===== config.mk =====
export PLATFORM = sky130hd
export DESIGN_NAME = sha256_hash_engine_core_flat
export DESIGN_NICKNAME = d
export VERILOG_FILES = /design/src/hw/rtl/sha_pkg.sv /design/src/hw/rtl/sha_if.sv /design/src/hw/rtl/sha256_hash_engine_core.sv /design/src/hw/rtl/sha_dp.sv /design/src/hw/rtl/sha_ctrl.sv /design/src/flat_wrapper.sv
export SDC_FILE = /design/constraint.sdc
export NUM_CORES = 2
export LEC_CHECK = 0
export ABC_AREA = 0
export BUFFER_PORTS_ARGS = -buffer_cell sky130_fd_sc_hd__buf_2
export CAP_MARGIN = 15
export CORE_MARGIN = 10
export CORE_UTILIZATION = 70
export DETAILED_ROUTE_END_ITERATION = 12
export PLACE_DENSITY = 0.87
export SYNTH_ARGS = -nofsm -noshare
export SYNTH_HDL_FRONTEND = slang
export SYNTH_HIERARCHICAL = 1
export SYNTH_SLANG_ARGS = --single-unit

===== constraint.sdc =====
create_clock -name clk -period 23.4 [get_ports clk]
set_clock_uncertainty 0.1 [all_clocks]
set_input_delay 4.68 -clock clk [delete_from_list [all_inputs] [get_ports clk]]
set_output_delay 4.68 -clock clk [all_outputs]
set_load 0.1 [all_outputs]

===== src/hw/rtl/sha_pkg.sv =====
// Shared types and constants for the SHA-256 hash engine.
// Holds the controller/datapath command and status structs, byte select codes
// and the FIPS 180-4 constant tables. Depends on nothing.
package sha_pkg;

    localparam int unsigned BLOCK_BYTES = 64;
    localparam int unsigned ROUNDS      = 64;

    // Source of the byte shifted into the block register.
    typedef logic [1:0] byte_sel_t;
    localparam byte_sel_t SEL_IN   = 2'd0;
    localparam byte_sel_t SEL_PAD  = 2'd1;
    localparam byte_sel_t SEL_ZERO = 2'd2;
    localparam byte_sel_t SEL_LEN  = 2'd3;

    localparam logic [7:0] PAD_BYTE     = 8'h80;
    localparam logic [5:0] FILL_LAST    = 6'd63;
    localparam logic [5:0] FILL_PRE_LEN = 6'd55;
    localparam logic [5:0] ROUND_LAST   = 6'd63;
    localparam logic [2:0] WORD_LAST    = 3'd7;

    typedef struct packed {
        logic      shift_en;
        byte_sel_t byte_sel;
        logic      load_work;
        logic      round_en;
        logic [5:0] round_idx;
        logic      fold;
        logic      reinit;
        logic [2:0] out_idx;
    } sha_cmd_t;

    typedef struct packed {
        logic fill_last;
        logic fill_pre_len;
    } sha_stat_t;

    localparam logic [31:0] INIT_HASH [8] = '{
        32'h6a09e667, 32'hbb67ae85, 32'h3c6ef372, 32'ha54ff53a,
        32'h510e527f, 32'h9b05688c, 32'h1f83d9ab, 32'h5be0cd19};

    localparam logic [31:0] ROUND_K [64] = '{
        32'h428a2f98, 32'h71374491, 32'hb5c0fbcf, 32'he9b5dba5,
        32'h3956c25b, 32'h59f111f1, 32'h923f82a4, 32'hab1c5ed5,
        32'hd807aa98, 32'h12835b01, 32'h243185be, 32'h550c7dc3,
        32'h72be5d74, 32'h80deb1fe, 32'h9bdc06a7, 32'hc19bf174,
        32'he49b69c1, 32'hefbe4786, 32'h0fc19dc6, 32'h240ca1cc,
        32'h2de92c6f, 32'h4a7484aa, 32'h5cb0a9dc, 32'h76f988da,
        32'h983e5152, 32'ha831c66d, 32'hb00327c8, 32'hbf597fc7,
        32'hc6e00bf3, 32'hd5a79147, 32'h06ca6351, 32'h14292967,
        32'h27b70a85, 32'h2e1b2138, 32'h4d2c6dfc, 32'h53380d13,
        32'h650a7354, 32'h766a0abb, 32'h81c2c92e, 32'h92722c85,
        32'ha2bfe8a1, 32'ha81a664b, 32'hc24b8b70, 32'hc76c51a3,
        32'hd192e819, 32'hd6990624, 32'hf40e3585, 32'h106aa070,
        32'h19a4c116, 32'h1e376c08, 32'h2748774c, 32'h34b0bcb5,
        32'h391c0cb3, 32'h4ed8aa4a, 32'h5b9cca4f, 32'h682e6ff3,
        32'h748f82ee, 32'h78a5636f, 32'h84c87814, 32'h8cc70208,
        32'h90befffa, 32'ha4506ceb, 32'hbef9a3f7, 32'hc67178f2};

endpackage


===== src/hw/rtl/sha_if.sv =====
// Valid/ready channel interfaces for the SHA-256 hash engine.
// sha_in_if carries message words, sha_out_if carries digest words.
// Depends on nothing.
interface sha_in_if;
    logic       valid;
    logic       ready;
    logic [7:0] data_byte;
    logic       byte_valid;
    logic       last_byte;

    modport source (output valid, data_byte, byte_valid, last_byte, input ready);
    modport sink   (input valid, data_byte, byte_valid, last_byte, output ready);
endinterface

interface sha_out_if;
    logic        valid;
    logic        ready;
    logic [31:0] digest_word;
    logic [2:0]  word_index;
    logic        last_word;

    modport source (output valid, digest_word, word_index, last_word, input ready);
    modport sink   (input valid, digest_word, word_index, last_word, output ready);
endinterface


===== src/hw/rtl/sha256_hash_engine_core.sv =====
// Top level of the SHA-256 hash engine: joins controller and datapath to the
// message and digest channels. Depends on sha_pkg, sha_if, sha_ctrl, sha_dp.
//
//  Channel | Dir | Payload                                 | Words per message
//  --------+-----+-----------------------------------------+------------------
//  msg     | in  | data_byte[7:0], byte_valid, last_byte   | any, last one flagged
//  digest  | out | digest_word[31:0], word_index[2:0], last_word | 8
//
// A word without a message byte shifts nothing in. The word that completes a
// 64-byte block is followed by a busy spell: the working variables are loaded,
// 64 rounds run (one per cycle through a single round unit) and the result is
// folded into the chaining state. The last word starts padding, shifted in one
// byte per cycle, with one or two compressions, before eight digest words.
// rst_n clears control state asynchronously and restores the initial hash.
// The digest channel holds its word while ready is low; no input is taken then.
module sha256_hash_engine_core (
    input  logic             clk,
    input  logic             rst_n,
    sha_in_if.sink           msg,
    sha_out_if.source        digest
);

    sha_pkg::sha_cmd_t  cmd;
    sha_pkg::sha_stat_t stat;
    logic               in_ready;
    logic               out_valid;
    logic [31:0]        digest_word;

    // The controller decides every step; the datapath only executes commands
    // and reports the block fill position.
    sha_ctrl u_ctrl (
        .clk        (clk),
        .rst_n      (rst_n),
        .in_valid   (msg.valid),
        .byte_valid (msg.byte_valid),
        .last_byte  (msg.last_byte),
        .out_ready  (digest.ready),
        .stat       (stat),
        .in_ready   (in_ready),
        .out_valid  (out_valid),
        .cmd        (cmd)
    );

    sha_dp u_dp (
        .clk         (clk),
        .rst_n       (rst_n),
        .cmd         (cmd),
        .data_byte   (msg.data_byte),
        .stat        (stat),
        .digest_word (digest_word)
    );

    // Digest words are read straight from the chaining-state registers, which
    // do not change while output is pending, so a stalled word stays stable.
    assign msg.ready          = in_ready;
    assign digest.valid       = out_valid;
    assign digest.digest_word = digest_word;
    assign digest.word_index  = cmd.out_idx;
    assign digest.last_word   = (cmd.out_idx == sha_pkg::WORD_LAST);

endmodule


===== src/hw/rtl/sha_dp.sv =====
// Datapath of the SHA-256 hash engine: block shift register, counters,
// chaining state, working variables and the round logic.
// Depends on sha_pkg.
module sha_dp (
    input  logic              clk,
    input  logic              rst_n,
    input  sha_pkg::sha_cmd_t cmd,
    input  logic [7:0]        data_byte,
    output sha_pkg::sha_stat_t stat,
    output logic [31:0]       digest_word
);

    function automatic logic [31:0] rotr(input logic [31:0] v, input int unsigned s);
        rotr = (v >> s) | (v << (32 - s));
    endfunction

    // The block register holds 64 bytes, oldest byte in the top bits. During
    // the rounds it doubles as the 16-word message schedule window.
    logic [511:0] blk_reg;
    logic [5:0]   fill_reg;
    logic [60:0]  bytes_reg;
    logic [31:0]  hash_reg [8];
    logic [31:0]  work_reg [8];

    logic [63:0]  len_bits;
    logic [63:0]  len_shift;
    logic [7:0]   shift_byte;
    logic [31:0]  w0, w1, w9, w14;
    logic [31:0]  ssig0, ssig1, new_w;
    logic [31:0]  bsig0, bsig1, ch, maj, t1, t2;

    assign len_bits  = {bytes_reg, 3'b000};
    assign len_shift = len_bits << {fill_reg[2:0], 3'b000};

    always_comb
    begin
        case (cmd.byte_sel)
            sha_pkg::SEL_IN:   shift_byte = data_byte;
            sha_pkg::SEL_PAD:  shift_byte = sha_pkg::PAD_BYTE;
            sha_pkg::SEL_LEN:  shift_byte = len_shift[63:56];
            default:           shift_byte = 8'h00;
        endcase
    end

    assign w0  = blk_reg[511:480];
    assign w1  = blk_reg[479:448];
    assign w9  = blk_reg[223:192];
    assign w14 = blk_reg[63:32];

    assign ssig0 = rotr(w1, 7) ^ rotr(w1, 18) ^ (w1 >> 3);
    assign ssig1 = rotr(w14, 17) ^ rotr(w14, 19) ^ (w14 >> 10);
    assign new_w = ssig1 + w9 + ssig0 + w0;

    assign bsig1 = rotr(work_reg[4], 6) ^ rotr(work_reg[4], 11) ^ rotr(work_reg[4], 25);
    assign bsig0 = rotr(work_reg[0], 2) ^ rotr(work_reg[0], 13) ^ rotr(work_reg[0], 22);
    assign ch    = (work_reg[4] & work_reg[5]) ^ (~work_reg[4] & work_reg[6]);
    assign maj   = (work_reg[0] & work_reg[1]) ^ (work_reg[0] & work_reg[2])
                 ^ (work_reg[1] & work_reg[2]);
    assign t1    = work_reg[7] + bsig1 + ch + sha_pkg::ROUND_K[cmd.round_idx] + w0;
    assign t2    = bsig0 + maj;

    always_ff @(posedge clk)
    begin
        if (cmd.shift_en)
        begin
            blk_reg <= {blk_reg[503:0], shift_byte};
        end
        else if (cmd.round_en)
        begin
            blk_reg <= {blk_reg[479:0], new_w};
        end
    end

    always_ff @(posedge clk)
    begin
        if (cmd.load_work)
        begin
            for (int i = 0; i < 8; i++)
            begin
                work_reg[i] <= hash_reg[i];
            end
        end
        else if (cmd.round_en)
        begin
            work_reg[7] <= work_reg[6];
            work_reg[6] <= work_reg[5];
            work_reg[5] <= work_reg[4];
            work_reg[4] <= work_reg[3] + t1;
            work_reg[3] <= work_reg[2];
            work_reg[2] <= work_reg[1];
            work_reg[1] <= work_reg[0];
            work_reg[0] <= t1 + t2;
        end
    end

    always_ff @(posedge clk or negedge rst_n)
    begin
        if (!rst_n)
        begin
            fill_reg  <= '0;
            bytes_reg <= '0;
            for (int i = 0; i < 8; i++)
            begin
                hash_reg[i] <= sha_pkg::INIT_HASH[i];
            end
        end
        else if (cmd.reinit)
        begin
            fill_reg  <= '0;
            bytes_reg <= '0;
            for (int i = 0; i < 8; i++)
            begin
                hash_reg[i] <= sha_pkg::INIT_HASH[i];
            end
        end
        else
        begin
            if (cmd.shift_en)
            begin
                fill_reg <= fill_reg + 6'd1;
                if (cmd.byte_sel == sha_pkg::SEL_IN)
                begin
                    bytes_reg <= bytes_reg + 61'd1;
                end
            end
            if (cmd.fold)
            begin
                for (int i = 0; i < 8; i++)
                begin
                    hash_reg[i] <= hash_reg[i] + work_reg[i];
                end
            end
        end
    end

    assign stat.fill_last    = (fill_reg == sha_pkg::FILL_LAST);
    assign stat.fill_pre_len = (fill_reg == sha_pkg::FILL_PRE_LEN);
    assign digest_word       = hash_reg[cmd.out_idx];

endmodule


===== src/hw/rtl/sha_ctrl.sv =====
// Controller of the SHA-256 hash engine: sequences byte intake, padding,
// the 64 compression rounds and digest output. Depends on sha_pkg.
module sha_ctrl (
    input  logic               clk,
    input  logic               rst_n,
    input  logic               in_valid,
    input  logic               byte_valid,
    input  logic               last_byte,
    input  logic               out_ready,
    input  sha_pkg::sha_stat_t stat,
    output logic               in_ready,
    output logic               out_valid,
    output sha_pkg::sha_cmd_t  cmd
);

    localparam logic [2:0] S_IDLE  = 3'd0;
    localparam logic [2:0] S_PAD   = 3'd1;
    localparam logic [2:0] S_INIT  = 3'd2;
    localparam logic [2:0] S_ROUND = 3'd3;
    localparam logic [2:0] S_FOLD  = 3'd4;
    localparam logic [2:0] S_OUT   = 3'd5;

    logic [2:0] state_reg, state_next;
    logic [5:0] cnt_reg, cnt_next;
    logic [2:0] idx_reg, idx_next;
    logic       pad_mode_reg, pad_mode_next;
    logic       pad_first_reg, pad_first_next;
    logic       len_phase_reg, len_phase_next;

    always_comb
    begin
        state_next     = state_reg;
        cnt_next       = cnt_reg;
        idx_next       = idx_reg;
        pad_mode_next  = pad_mode_reg;
        pad_first_next = pad_first_reg;
        len_phase_next = len_phase_reg;
        cmd            = '0;
        cmd.round_idx  = cnt_reg;
        cmd.out_idx    = idx_reg;
        in_ready       = 1'b0;
        out_valid      = 1'b0;

        case (state_reg)
            S_IDLE:
            begin
                in_ready = 1'b1;
                if (in_valid)
                begin
                    if (byte_valid)
                    begin
                        cmd.shift_en = 1'b1;
                        cmd.byte_sel = sha_pkg::SEL_IN;
                    end
                    if (byte_valid && stat.fill_last)
                    begin
                        state_next     = S_INIT;
                        pad_mode_next  = last_byte;
                        pad_first_next = last_byte;
                    end
                    else if (last_byte)
                    begin
                        state_next     = S_PAD;
                        pad_mode_next  = 1'b1;
                        pad_first_next = 1'b1;
                    end
                end
            end
            S_PAD:
            begin
                cmd.shift_en = 1'b1;
                if (pad_first_reg)
                begin
                    cmd.byte_sel = sha_pkg::SEL_PAD;
                end
                else if (len_phase_reg)
                begin
                    cmd.byte_sel = sha_pkg::SEL_LEN;
                end
                else
                begin
                    cmd.byte_sel = sha_pkg::SEL_ZERO;
                end
                pad_first_next = 1'b0;
                if (!len_phase_reg && stat.fill_pre_len)
                begin
                    len_phase_next = 1'b1;
                end
                if (stat.fill_last)
                begin
                    state_next = S_INIT;
                end
            end
            S_INIT:
            begin
                cmd.load_work = 1'b1;
                cnt_next      = '0;
                state_next    = S_ROUND;
            end
            S_ROUND:
            begin
                cmd.round_en = 1'b1;
                cnt_next     = cnt_reg + 6'd1;
                if (cnt_reg == sha_pkg::ROUND_LAST)
                begin
                    state_next = S_FOLD;
                end
            end
            S_FOLD:
            begin
                cmd.fold = 1'b1;
                if (!pad_mode_reg)
                begin
                    state_next = S_IDLE;
                end
                else if (len_phase_reg)
                begin
                    state_next = S_OUT;
                    idx_next   = '0;
                end
                else
                begin
                    state_next = S_PAD;
                end
            end
            S_OUT:
            begin
                out_valid = 1'b1;
                if (out_ready)
                begin
                    idx_next = idx_reg + 3'd1;
                    if (idx_reg == sha_pkg::WORD_LAST)
                    begin
                        cmd.reinit     = 1'b1;
                        pad_mode_next  = 1'b0;
                        len_phase_next = 1'b0;
                        state_next     = S_IDLE;
                    end
                end
            end
            default:
            begin
                state_next = S_IDLE;
            end
        endcase
    end

    always_ff @(posedge clk or negedge rst_n)
    begin
        if (!rst_n)
        begin
            state_reg     <= S_IDLE;
            cnt_reg       <= '0;
            idx_reg       <= '0;
            pad_mode_reg  <= 1'b0;
            pad_first_reg <= 1'b0;
            len_phase_reg <= 1'b0;
        end
        else
        begin
            state_reg     <= state_next;
            cnt_reg       <= cnt_next;
            idx_reg       <= idx_next;
            pad_mode_reg  <= pad_mode_next;
            pad_first_reg <= pad_first_next;
            len_phase_reg <= len_phase_next;
        end
    end

    // The last round always hands over to the chaining-state update.
    a_round_to_fold: assert property (@(posedge clk) disable iff (!rst_n)
        (state_reg == S_ROUND && cnt_reg == sha_pkg::ROUND_LAST) |=> (state_reg == S_FOLD))
        else $error("round sequence did not end in fold");

    // Once the length bytes are folded in, the digest must be presented.
    a_fold_to_out: assert property (@(posedge clk) disable iff (!rst_n)
        (state_reg == S_FOLD && pad_mode_reg && len_phase_reg) |=> (out_valid && idx_reg == 3'd0))
        else $error("digest output did not start after the final block");

    // The final digest word returns the engine to idle with padding state cleared.
    a_out_done: assert property (@(posedge clk) disable iff (!rst_n)
        (out_valid && out_ready && idx_reg == sha_pkg::WORD_LAST)
        |=> (state_reg == S_IDLE && !pad_mode_reg && !len_phase_reg))
        else $error("engine did not return to idle after the last digest word");

    // Input and output are never open in the same cycle.
    a_excl: assert property (@(posedge clk) disable iff (!rst_n)
        !(in_ready && out_valid))
        else $error("input and output handshakes open together");

endmodule

===== src/flat_wrapper.sv =====
// flat-port wrapper written by rule: the top's interface ports become plain ports
module sha256_hash_engine_core_flat 
  (clk, rst_n, msg_valid, msg_data_byte, msg_byte_valid, msg_last_byte, msg_ready, digest_valid, digest_digest_word, digest_word_index, digest_last_word, digest_ready);
  sha_in_if msg_i ();
  sha_out_if digest_i ();
  input  logic clk;
  input  logic rst_n;
  input wire logic [$bits(msg_i.valid)-1:0] msg_valid;
  input wire logic [$bits(msg_i.data_byte)-1:0] msg_data_byte;
  input wire logic [$bits(msg_i.byte_valid)-1:0] msg_byte_valid;
  input wire logic [$bits(msg_i.last_byte)-1:0] msg_last_byte;
  output wire logic [$bits(msg_i.ready)-1:0] msg_ready;
  output wire logic [$bits(digest_i.valid)-1:0] digest_valid;
  output wire logic [$bits(digest_i.digest_word)-1:0] digest_digest_word;
  output wire logic [$bits(digest_i.word_index)-1:0] digest_word_index;
  output wire logic [$bits(digest_i.last_word)-1:0] digest_last_word;
  input wire logic [$bits(digest_i.ready)-1:0] digest_ready;
  assign msg_i.valid = msg_valid;
  assign msg_i.data_byte = msg_data_byte;
  assign msg_i.byte_valid = msg_byte_valid;
  assign msg_i.last_byte = msg_last_byte;
  assign msg_ready = msg_i.ready;
  assign digest_valid = digest_i.valid;
  assign digest_digest_word = digest_i.digest_word;
  assign digest_word_index = digest_i.word_index;
  assign digest_last_word = digest_i.last_word;
  assign digest_i.ready = digest_ready;
  sha256_hash_engine_core u_core (.clk(clk), .rst_n(rst_n), .msg(msg_i), .digest(digest_i));
endmodule

# [Yosys cells after proc, flatten, opt, wreduce, memory -nomap -nowiden]
# Memories as Yosys holds them, arrays and structs flattened.
# Index checks and enable logic that the tools add are counted.
# W data, S select, Z words.
[classes] n_mul=0 n_addsub=22 n_div=0 n_mux=65 n_eq_ne=20 shift=1 order_cmp=2 bitwise=37 reduce_logical=20
[ops] op="$mux W512" n=2
[ops] op="$add A32 B32 Y32" n=18
[ops] op="$mux W256" n=2
[ops] op="$mux W32" n=12
[ops] op="$xor A32 B32 Y32" n=9
[ops] op="$mux W61" n=3
[ops] op="$and A32 B32 Y32" n=5
[ops] op="$bmux W32 S3" n=1
[ops] op="$shl A64 B6 Y64" n=1
[ops] op="$add A61 B1 Y61 const B" n=1
[ops] op="$mux W3" n=14
[ops] op="$not A32 Y32" n=1
[ops] op="$or A10 B32 Y32" n=1
[ops] op="$or A13 B32 Y32" n=1
[ops] op="$or A14 B32 Y32" n=1
[ops] op="$or A15 B32 Y32" n=1
[ops] op="$or A19 B32 Y32" n=1
[ops] op="$or A21 B32 Y32" n=1
[ops] op="$or A25 B32 Y32" n=1
[ops] op="$or A26 B32 Y32" n=1
[ops] op="$or A30 B32 Y32" n=1
[ops] op="$or A7 B32 Y32" n=1
[ops] op="$xor A32 B22 Y32" n=1
[ops] op="$xor A32 B29 Y32" n=1
[ops] op="33 further kinds" n=86
[word_totals] reg_bits=850 mem_count=2 ram_bits=256 input_bits=14 latchBits=0 mem_bits_ro=2048
[mem_list] name="(no name shown)" words=64 width=32 rd=1 rd_clocked_by_memory_dff=0 write_ports=0 line_no="sha_dp.sv:59" source="assign t1 = work_reg[7] + bsig1 + ch + sha_pkg::ROUND_K[cmd.round_idx] + w0;"
[mem_list] name="u_core.u_dp.work_reg" words=8 width=32 rd=8 rd_clocked_by_memory_dff=0 write_ports=8 line_no="sha_dp.sv:23" source="logic [31:0] work_reg [8];"

# [Longest topological paths before layout]
# An unclocked memory read counts as a cell.
[depth] depth_word=10 depth_mapped=35 mapped_depth_nobuf=34

# [By module]
# Netlist, hierarchy kept.
[modules_own_cells] mod="sha_dp" area_each_um2=75419.8 cells_per_inst=7281 n_inst=1
[modules_own_cells] mod="sha_ctrl" area_each_um2=924.6 cells_per_inst=103 n_inst=1
[modules_own_cells] mod="sha256_hash_engine_core" area_each_um2=6.3 cells_per_inst=1 n_inst=1

# [Least setup slack after synthesis]
# Ideal clock, no wire load.
[synth_path] path_kind="input-to-reg" from="in msg_byte_valid" to="reg u_core.u_dp.blk_reg[0] (enable)" arrival_ns=11.999 slack_ns=10.634 stages=7 setup_ns=0.667 required_ns=22.633 path_buffers=4 path_cell_list="a21oi_1 > nor3_1 > buf_2 > clkbuf_1 > clkbuf_1 > buf_1 > or2_2"
[synth_rtl] item="start, declared" line_no="flat_wrapper.sv:10" source="input wire logic [$bits(msg_i.byte_valid)-1:0] msg_byte_valid;"
[synth_rtl] item="end signal, assigned" line_no="sha_dp.sv:66" source="blk_reg <= {blk_reg[503:0], shift_byte};"
[synth_rtl] item="end signal, assigned" line_no="sha_dp.sv:70" source="blk_reg <= {blk_reg[479:0], new_w};"
[synth_rtl] item="end, declared" line_no="sha_dp.sv:19" source="logic [511:0] blk_reg;"

==> results.md <==
* Post-synthesis compound-gate area fraction at a little over an eighth
* Hold endpoint: u_core/u_dp/hash_reg[58]$_DFFE_PN1P_
* TritonCTS Buffers at 115
* Nets at 7854
* Worst r2r src: u_core/u_ctrl/cnt_reg[1]$_DFFE_PN0P_
* Max-Cap Viols at 0
* Routed WL at between 200000 and 250000 um
* Rel. slew slack at 17.75%
* Iter 0 DRT Violations at 8265
* Cell with the most instances after synthesis: nand2_1
* Cells after Synth at 7385
* Gr ovfl total at 0
* Die W at 350.3 um
* Critical path buffers and inverters at 6
* Syn Area/Cell at ~10 sq um
* Slew of the pin with the lowest slew margin at roughly 1.2 ns
* Initial core utilization at 70.34%
* Register bit total from synthesis at around 1100
* Synth cell count leaders: nand2_1, edfxtp_1, mux2_2, nor2_1, a21oi_1
* DR DRC count at 0
* Setup Crit Path Kind: flip-flop to flip-flop
* Vias per std cell at 6.887
* Post-CTS setup buffer count at 0
* Post-route ant nets at 0
* Critical Path Most Common Cell: inv_1
* H-tree Lvls at 3
* All-Layer GR Usage at 39.42%
* FF/Latch Area at 31710 sq um
* IO Count at 52
* Largest family of logic cells by synthesized area: compound AO/OA/AOI/OAI gates
* Multi-input combinational cell area at approximately 42000 sq um
* Status: completed
* Fin Setup TNS at 0 ns
* Max Fclk at 96.95 MHz
* Hpwl dp at around 170000 um
* Tmin final at 10.31 ns
* Clock root buffer master: clkbuf_16
* Core area at ~110000 sq um
* Synth Flop Type: edfxtp_1
* First drt pass iteration count at 6
* CP Capture Type: flip-flop
* Worst Hold Depth at 2
* Reg2reg setup slack at 13.09 ns
* DR WL/cell at 27.94 um
* Cells resized by post-CTS repair at 0
* Netlist cell types at 97
* Area growth from synthesis to layout at 6.712%
* Startpoint class of the critical path: flip-flop
* Post-synth EDFFs at 768
* Post-synth top area share at 30.21%
* Worst stage delay on the critical path at 0.94 ns
* Syn_nets at roughly 8000
* Largest area contributor in the netlist: edfxtp_1
* Placer's final routability congestion estimate at roughly 1.0
* Largest net degree at the start of global routing at 138
* Global-route wire length before repair at 367300 um
* Unrepaired setup endpoints after global routing: false
* Worst EP required at 23.72 ns
* Fraction of layout cells with a size suffix above 1 at 14.71%
* Largest cells by area after synthesis: edfxtp_1, mux2_2, dfrtp_1
* Min-Delay Path Class: flip-flop to flip-flop
* Initial antenna violation count at 6
* Worst-path clk slew at 0.06 ns
* Fill count at 7144
* Reg2reg end: u_core/u_dp/work_reg[0][30]$_DFFE_PP_
* Post-CTS Hold Buffers at 0
* Clock sinks at 1106
* CP Max Fanout at 22
* Mapped cell area at 76350 sq um
* Vias at 60412
* Post-synth ARST share at 30.56%
* IO buf count at 51
* FF-to-FF path depth at 32
* HP Start: u_core/u_dp/hash_reg[58]$_DFFE_PN1P_
* CTS max path bufs at 3
* Core Rows at 121
* Max FFs per register at 512
* Delay-heaviest family, CP: compound AO/OA/AOI/OAI gates
* Post-synthesis sequential area ratio at between 40% and 50%
* Adder-cell share of the synthesized area at a little under an eighth
* Post-Synth Simple-Gate Area at 11.82%
* Synth warn at 6
* DIE HEIGHT at 350.3 um
* Fin crit share at ~44%
* Critical Path AT at 10.63 ns
* Setup violators final at 0
* Fin. Hold Viols at 0
* Vias in the first global route at 58581
* Mux cell area share after synthesis at 11.27%
* Slowest-stage cell, CP: ha_1
* Slew Limit Fails at 0
* XOR/XNOR Fraction of Synth Area at 6.997%
* Die Area at 122700 sq um
* Clock Latency Late Sink at 0.78 ns
* CTS tree: yes
==> cells in the final DEF, fill, tap and decap left out, types with 55 or more instances in the layout <==
cell and instances:
a211oi_1 76, xor2_1 236, o21a_1 63, dfrtp_1 195
fa_1 195, clkbuf_16 117, nor2_1 424, mux4_2 84
xnor2_1 374, mux2_2 506, nand3_1 122, o21ai_0 358
nor2b_1 55, a21o_1 171, nand2_1 1076, a21oi_1 419
inv_1 360, o21ai_1 108, buf_4 58, edfxtp_1 768
nand2b_1 57, dfstp_2 136, ha_1 391, nor3_1 80
a31oi_1 60, mux2i_1 99
==> metrics by stage <==
step	util, %	std cells	worst slack [ns]	hold WS, ns	cell area, sq um
floorplan	-	7385	10.63	0.3791	76350
global placement	71.43	8550	13.49	0.4050	77540
detailed placement	71.43	8550	13.40	0.4138	77540
CTS	75.04	8770	13.32	0.4283	81460
global route	75.06	8771	12.65	0.4306	81470
finish	75.06	8772	13.09	0.4276	81480
==> cells by family (layout without fill, tap and decap cells) <==
logic type,count (synthesis),count (layout)
muxes,691,691
xor gates and xnor gates,610,610
adders and majority gates,607,607
other,0,1
DFF,1106,1106
buffers and inverters,723,695
AOI/OAI and AO/OA,1584,1584
and+or+nand+nor,2064,2064
==> area by class of cell <==
class,instances,share of cell area (%)
clock inverters,81,1.049
repair buffers,111,0.8938
diodes,1,0.003071
multi-input cells,5556,51.52
inverters,364,1.683
clock buffers,139,3.769
flip-flops and latches,1106,38.92
well taps,1414,2.171
==> worst max path at each step <==
stage / endpoint / cells past startpoint / slack (ns) / start
after detailed placement: u_core/u_dp/work_reg[0][31]$_DFFE_PP_ / 30 / 13.40 / u_core/u_ctrl/cnt_reg[1]$_DFFE_PN0P_
after global placement: u_core/u_dp/work_reg[0][31]$_DFFE_PP_ / 30 / 13.49 / u_core/u_ctrl/cnt_reg[1]$_DFFE_PN0P_
after CTS: u_core/u_dp/work_reg[0][31]$_DFFE_PP_ / 30 / 13.32 / u_core/u_ctrl/cnt_reg[1]$_DFFE_PN0P_
after floorplan: u_core/u_dp/blk_reg[0]$_DFFE_PP_ / 7 / 10.63 / msg_byte_valid
after global routing: u_core/u_dp/work_reg[0][31]$_DFFE_PP_ / 32 / 12.65 / u_core/u_ctrl/cnt_reg[1]$_DFFE_PN0P_
final: u_core/u_dp/work_reg[0][30]$_DFFE_PP_ / 32 / 13.09 / u_core/u_ctrl/cnt_reg[1]$_DFFE_PN0P_
==> metal layers <==
metal  routed length [um]  track usage, %  part of all wire (%)  up-vias
li1                     -               -                     -    26206
met1                91880           51.84                    37    29375
met2               108300           60.10                    44     3914
met3                28750           9.948                    12      913
met4                16140           21.24                   6.6        4
met5                   29               0                 0.012        -
==> worst register-to-register path: cells and delay by family (launching register included) <==
family,cells,cell delay (ns)
muxes,1,0.52
buffers and inverters,6,1.14
DFF,1,0.33
xor gates and xnor gates,2,0.37
and+or+nand+nor,4,0.91
AOI/OAI and AO/OA,13,3.63
adders and majority gates,6,2.99
Power is left out: the tool's default activity adds up to more than one toggle a clock period on the data nets, which glitch-free logic cannot reach.
